$ cat src/rtl/assert_macros.svh
// Shared assertion macros for the triangle coverage RTL.
`ifndef ASSERT_MACROS_SVH
`define ASSERT_MACROS_SVH

// Concurrent check on a clock, with no reset qualification.
`define ASSERT_ALWAYS(label, clock, prop, msg) \
  label: assert property (@(posedge clock) prop) else $error(msg);

// Concurrent check on a clock, switched off while reset is high.
`define ASSERT_IF(label, clock, reset, prop, msg) \
  label: assert property (@(posedge clock) disable iff (reset) prop) else $error(msg);

`endif

$ cat src/rtl/tcc_pkg.sv
package tcc_pkg;

  // Width of the cell column and row inputs.
  localparam int CELL_BITS = 10;

  // Configuration register indexes.
  localparam int REG_IDX_BITS = 3;
  localparam logic [REG_IDX_BITS-1:0] REG_A_X  = 3'd0;
  localparam logic [REG_IDX_BITS-1:0] REG_A_Y  = 3'd1;
  localparam logic [REG_IDX_BITS-1:0] REG_B_X  = 3'd2;
  localparam logic [REG_IDX_BITS-1:0] REG_B_Y  = 3'd3;
  localparam logic [REG_IDX_BITS-1:0] REG_C_X  = 3'd4;
  localparam logic [REG_IDX_BITS-1:0] REG_C_Y  = 3'd5;
  localparam logic [REG_IDX_BITS-1:0] REG_HALF = 3'd6;

  // Vertex values after reset.
  localparam int RST_A_X = 50;
  localparam int RST_A_Y = 5;
  localparam int RST_B_X = 5;
  localparam int RST_B_Y = 80;
  localparam int RST_C_X = 100;
  localparam int RST_C_Y = 50;

  // Glyph codes on the result.
  typedef enum logic [1:0] {
    GLYPH_NONE = 2'd0,
    GLYPH_HALF = 2'd1,
    GLYPH_FULL = 2'd2
  } glyph_t;

  // Coverage found by the two sample lanes for one cell.
  typedef struct packed {
    logic top;
    logic bottom;
  } cover_t;

endpackage

$ cat src/rtl/tcc_lane.sv
`include "assert_macros.svh"

// One sample lane: barycentric test of a point against the triangle.
// Four register stages: offset, products, cross terms, compare.
module tcc_lane #(
  parameter int COORD_BITS = 12
) (
  input  logic                                clk,
  input  logic signed [COORD_BITS-1:0]        va_x,
  input  logic signed [COORD_BITS-1:0]        va_y,
  input  logic signed [COORD_BITS:0]          e0x,
  input  logic signed [COORD_BITS:0]          e0y,
  input  logic signed [COORD_BITS:0]          e1x,
  input  logic signed [COORD_BITS:0]          e1y,
  input  logic signed [2*((COORD_BITS > tcc_pkg::CELL_BITS + 2 ?
                          COORD_BITS : tcc_pkg::CELL_BITS + 2) + 1):0] k,
  input  logic        [tcc_pkg::CELL_BITS-1:0] px,
  input  logic        [tcc_pkg::CELL_BITS:0]   py,
  output logic                                hit
);

  localparam int DW = (COORD_BITS > tcc_pkg::CELL_BITS + 2 ?
                       COORD_BITS : tcc_pkg::CELL_BITS + 2) + 1;
  localparam int PW = 2 * DW;
  localparam int SW = PW + 1;

  logic signed [DW-1:0] wx;
  logic signed [DW-1:0] wy;
  logic signed [DW-1:0] e0x_w;
  logic signed [DW-1:0] e0y_w;
  logic signed [DW-1:0] e1x_w;
  logic signed [DW-1:0] e1y_w;
  logic signed [PW-1:0] pu0;
  logic signed [PW-1:0] pu1;
  logic signed [PW-1:0] pv0;
  logic signed [PW-1:0] pv1;
  logic signed [SW-1:0] su;
  logic signed [SW-1:0] sv;
  logic signed [SW:0]   sum;
  logic signed [SW:0]   kx;
  logic                 k_zero;
  logic                 hit_pos;
  logic                 hit_neg;

  assign e0x_w = DW'(e0x);
  assign e0y_w = DW'(e0y);
  assign e1x_w = DW'(e1x);
  assign e1y_w = DW'(e1y);

  // Sample point relative to the first vertex.
  always_ff @(posedge clk) begin
    wx <= $signed(DW'({1'b0, px})) - DW'(va_x);
    wy <= $signed(DW'(py)) - DW'(va_y);
  end

  // The four products of the two cross terms.
  always_ff @(posedge clk) begin
    pu0 <= wx * e1y_w;
    pu1 <= wy * e1x_w;
    pv0 <= e0x_w * wy;
    pv1 <= e0y_w * wx;
  end

  // Cross terms su = w x e1 and sv = e0 x w.
  always_ff @(posedge clk) begin
    su <= SW'(pu0) - SW'(pu1);
    sv <= SW'(pv0) - SW'(pv1);
  end

  // For negative k every inequality flips, so no negation is needed.
  assign sum     = (SW+1)'(su) + (SW+1)'(sv);
  assign kx      = (SW+1)'(k);
  assign k_zero  = (k == '0);
  assign hit_pos = !su[SW-1] && !sv[SW-1] && (sum < kx);
  assign hit_neg = (su[SW-1] || su == '0) && (sv[SW-1] || sv == '0) && (sum > kx);

  always_ff @(posedge clk) begin
    hit <= !k_zero && (k[SW-1] ? hit_neg : hit_pos);
  end

  // A degenerate triangle covers no sample.
  `ASSERT_ALWAYS(a_degenerate_outside, clk, (k == '0) |=> !hit, "sample inside a degenerate triangle")

endmodule

$ cat config.mk
export PLATFORM = sky130hd
export DESIGN_NAME = tcc_lane
export DESIGN_NICKNAME = d
export VERILOG_FILES = /design/src/rtl/tcc_pkg.sv /design/src/rtl/tcc_lane.sv
export VERILOG_INCLUDE_DIRS = /design/src /design/src/rtl
export SDC_FILE = /design/constraint.sdc
export NUM_CORES = 2
export LEC_CHECK = 0
export BUFFER_PORTS_ARGS = -buffer_cell sky130_fd_sc_hd__buf_2
export CORE_AREA = 8 8 337 241
export DETAILED_ROUTE_END_ITERATION = 7
export DIE_AREA = 0 0 345 249
export GPL_TIMING_DRIVEN = 0
export PLACE_DENSITY = 0.73
export SYNTH_ARGS = -nofsm -noshare
export SYNTH_HDL_FRONTEND = slang
export SYNTH_SLANG_ARGS = --single-unit
$ cat constraint.sdc
create_clock -name clk -period 17.65 [get_ports clk]
set_clock_uncertainty 0.1 [all_clocks]
set_input_delay 2.6475 -clock clk [delete_from_list [all_inputs] [get_ports clk]]
set_output_delay 2.6475 -clock clk [all_outputs]
set_load 0.01 [all_outputs]
==> results.md <==
- Synth top cells by count: inv_1 (833), fa_1 (653), ha_1 (397)
- Slew @ Worst Pin: 0.939 ns
- Syn Std Cell Area: 35200 sq um
- Count leader, synth: inv_1
- Number of global-route vias before repair: 27300
- Yosys reg bits: 185
- Post-DP HPWL: 78500 microns
- Wire length of the first global-routing pass: 147000 microns
- Bufs on Longest Clock Path: 2
- Tot GR Track Use: 0.214
- Post-synth EDFFs: 0
- Final ANT Viol Nets: 0
- Post-Syn Nets: 5063
- Ys flop type: dfxtp_1
- Max Clk Rate: 120 MHz
- Xor and xnor area share after synthesis: 0.0430
- Hold buffers post-CTS: 0
- Vias after detailed routing: 26800
- Area grow syn2layout: 7.01%
- Synth Area per Inst: 9.06 sq um
- Worst Path Arrival: 8.61 ns
- Status: complete, no violations
- CTS tree: done
- Placed Area: 37100 sq um
- Post-synthesis adder-cell area fraction: 0.512
- Detailed Routing Iterations Pass 1: 6
- Root buffer cell: clkbuf_16
- Critical setup path kind: in2reg
- Clk_lat worst skew: 0.49 ns
- Type of origin of the critical path: input pin
- Setup_tns: 0 ns
- Die area: 85900 sq um
- Setup Fix Bufs, Post-CTS: 0
- CTS H-tree lvls: 4
- Initial Utilization: 0.464
- Period Utilization, post-route: 0.471
- DIE WIDTH: 345 microns
- Post-Synth Simple-Gate Area: 0.156
- Worst Setup End Kind: register
- TritonCTS Buffers: 17
- Clock sink count: 185
- Violation count after the first detailed-route iteration: 1982
- Final Max Slew Viols: 0
- Cell taking the most area after synthesis: fa_1
- Layout Nets: 5206
- Post-synthesis mux area share: 0.000284
- Crit Path Max Fanout: 10
- Rows: 85
- Top-area cell type share of the netlist area: 0.371
- Share of layout cells above drive strength 1: 0.0450
- Seq/Total Area, Yosys: 0.105
- Gp weighted congestion: 0.951
- Worst-path clk slew: 0.08 ns
- CP Data Required Time: 17.94 ns
- Wirelength per Cell: 18.1 microns
- Largest net degree at the start of global routing: 19
- Max Cap Viol: 0
- WL final: 91400 microns
- IO buf count: 124
- Largest family of logic cells by synthesized area: adder cells
- GRT overflow: 0
- Initial antenna violation count: 1
- # resized after CTS: 0
- DRC Markers: 0
- Synth cell types: 76
- Core area: 75900 sq um
- Drt via density: 5.31
- Synth Warn #: 0
- Rel. slew slack: 0.374
- Synth top area cells: fa_1 (37%), ha_1 (14%), dfxtp_1 (11%)
- Synth Area in Compound Gates: 0.0826
- Synth Instances: 3888
- Final Hold Fails: 0
- Fin crit period: 8.32 ns
- Final Instance Area: 37700 sq um
- Hold WC Path Type: reg2reg
- Async set-reset flop share out of synthesis: 0
- Die Y: 249 microns
- Unrepaired setup endpoints after global routing: no
- IO Pins: 126
- Final setup viols: 0
-- state kept, by name (all words and copies together), names as in the netlist --
register and count:
su 27, sv 27, pu0 26, pu1 26
pv0 26, pv1 26, wx 13, wy 13
hit 1
-- layout by cell type (no fill, tap or decap), types with 16 or more instances in the layout --
cell type | synthesis | layout
inv_1 | 833 | 833
fa_1 | 653 | 653
ha_1 | 397 | 397
nand2_1 | 396 | 396
and2_1 | 307 | 307
dfxtp_1 | 185 | 185
nor2_1 | 138 | 138
xnor2_1 | 136 | 136
a21oi_1 | 131 | 131
buf_2 | 0 | 124
clkbuf_1 | 106 | 106
o21ai_0 | 81 | 81
a21o_1 | 46 | 46
nor3_1 | 44 | 44
nand3_1 | 38 | 38
xor2_1 | 37 | 37
o21a_1 | 36 | 36
nand2b_1 | 36 | 36
nor4_1 | 26 | 26
nor2b_1 | 23 | 23
or3_1 | 17 | 17
clkbuf_16 | 0 | 17
a211oi_1 | 16 | 16
-- metal layers --
layer  share of wire  routed length, microns  track usage  vias to the layer above
li1                -                       -            -                    12400
met1            0.46                   42200        0.309                    13300
met2            0.43                   39000        0.319                      964
met3           0.088                    8040       0.0524                      163
met4           0.023                    2120       0.0596                        0
met5               0                       0            0                        -
-- worst paths after layout --
check,startpoint,end,slack [ns],depth (start not counted)
worst min register to register,pu1[0],su[0],0.41,2
worst max register to register,wy[3],pv0[22],10.72,16
worst min-delay path,pu1[0],su[0],0.41,2
worst max-delay path,e0x[12],pv0[22],9.33,17
-- cells by family after synthesis --
group                      count (synthesis)
buffers and inverters                    943
adders and majority gates               1050
AOI/OAI and AO/OA                        438
xor gates and xnor gates                 173
muxes                                      1
and+or+nand+nor                         1098
DFF                                      185
-- worst max-delay path, stage by stage --
cell and delay (ns):
buf_2 0.13, clkbuf_1 0.40, nand2_1 0.18, fa_1 0.57, fa_1 0.95, inv_1 0.14
fa_1 0.48, fa_1 0.56, fa_1 0.43, ha_1 0.29, ha_1 0.23, or3_1 0.32
or3_1 0.33, o2111a_1 0.24, o21a_1 0.20, o21a_1 0.19, o311ai_1 0.30
-- final cells by class --
type                            count  area, sq um
Tap cell                         1000         1250
Multi-Input combinational cell   2760        28000
Clock buffer                       18          439
Antenna cell                        1         2.50
Inverter                          837         3140
Sequential cell                   185         3700
Buffer                            106          398
Timing Repair Buffer              124          621
Fill cell                        7033        38200
Clock inverter                     14          156
-- per-stage QoR --
| stage | cells | utilization | worst slack (ns) | hold WS, ns |
|---|---|---|---|---|
| 2_1_floorplan | 3888 | - | 9.58 | 0.370 |
| 3_3_place_gp | 5012 | 0.489 | 8.94 | 0.379 |
| 3_5_place_dp | 5012 | 0.489 | 8.89 | 0.393 |
| 4_1_cts | 5044 | 0.496 | 9.39 | 0.408 |
| 5_1_grt | 5044 | 0.496 | 9.06 | 0.416 |
| 6_report | 5045 | 0.496 | 9.33 | 0.410 |
Power is not shown: default switching activity piles up to over one toggle a cycle in this logic, so the estimate is an artifact.
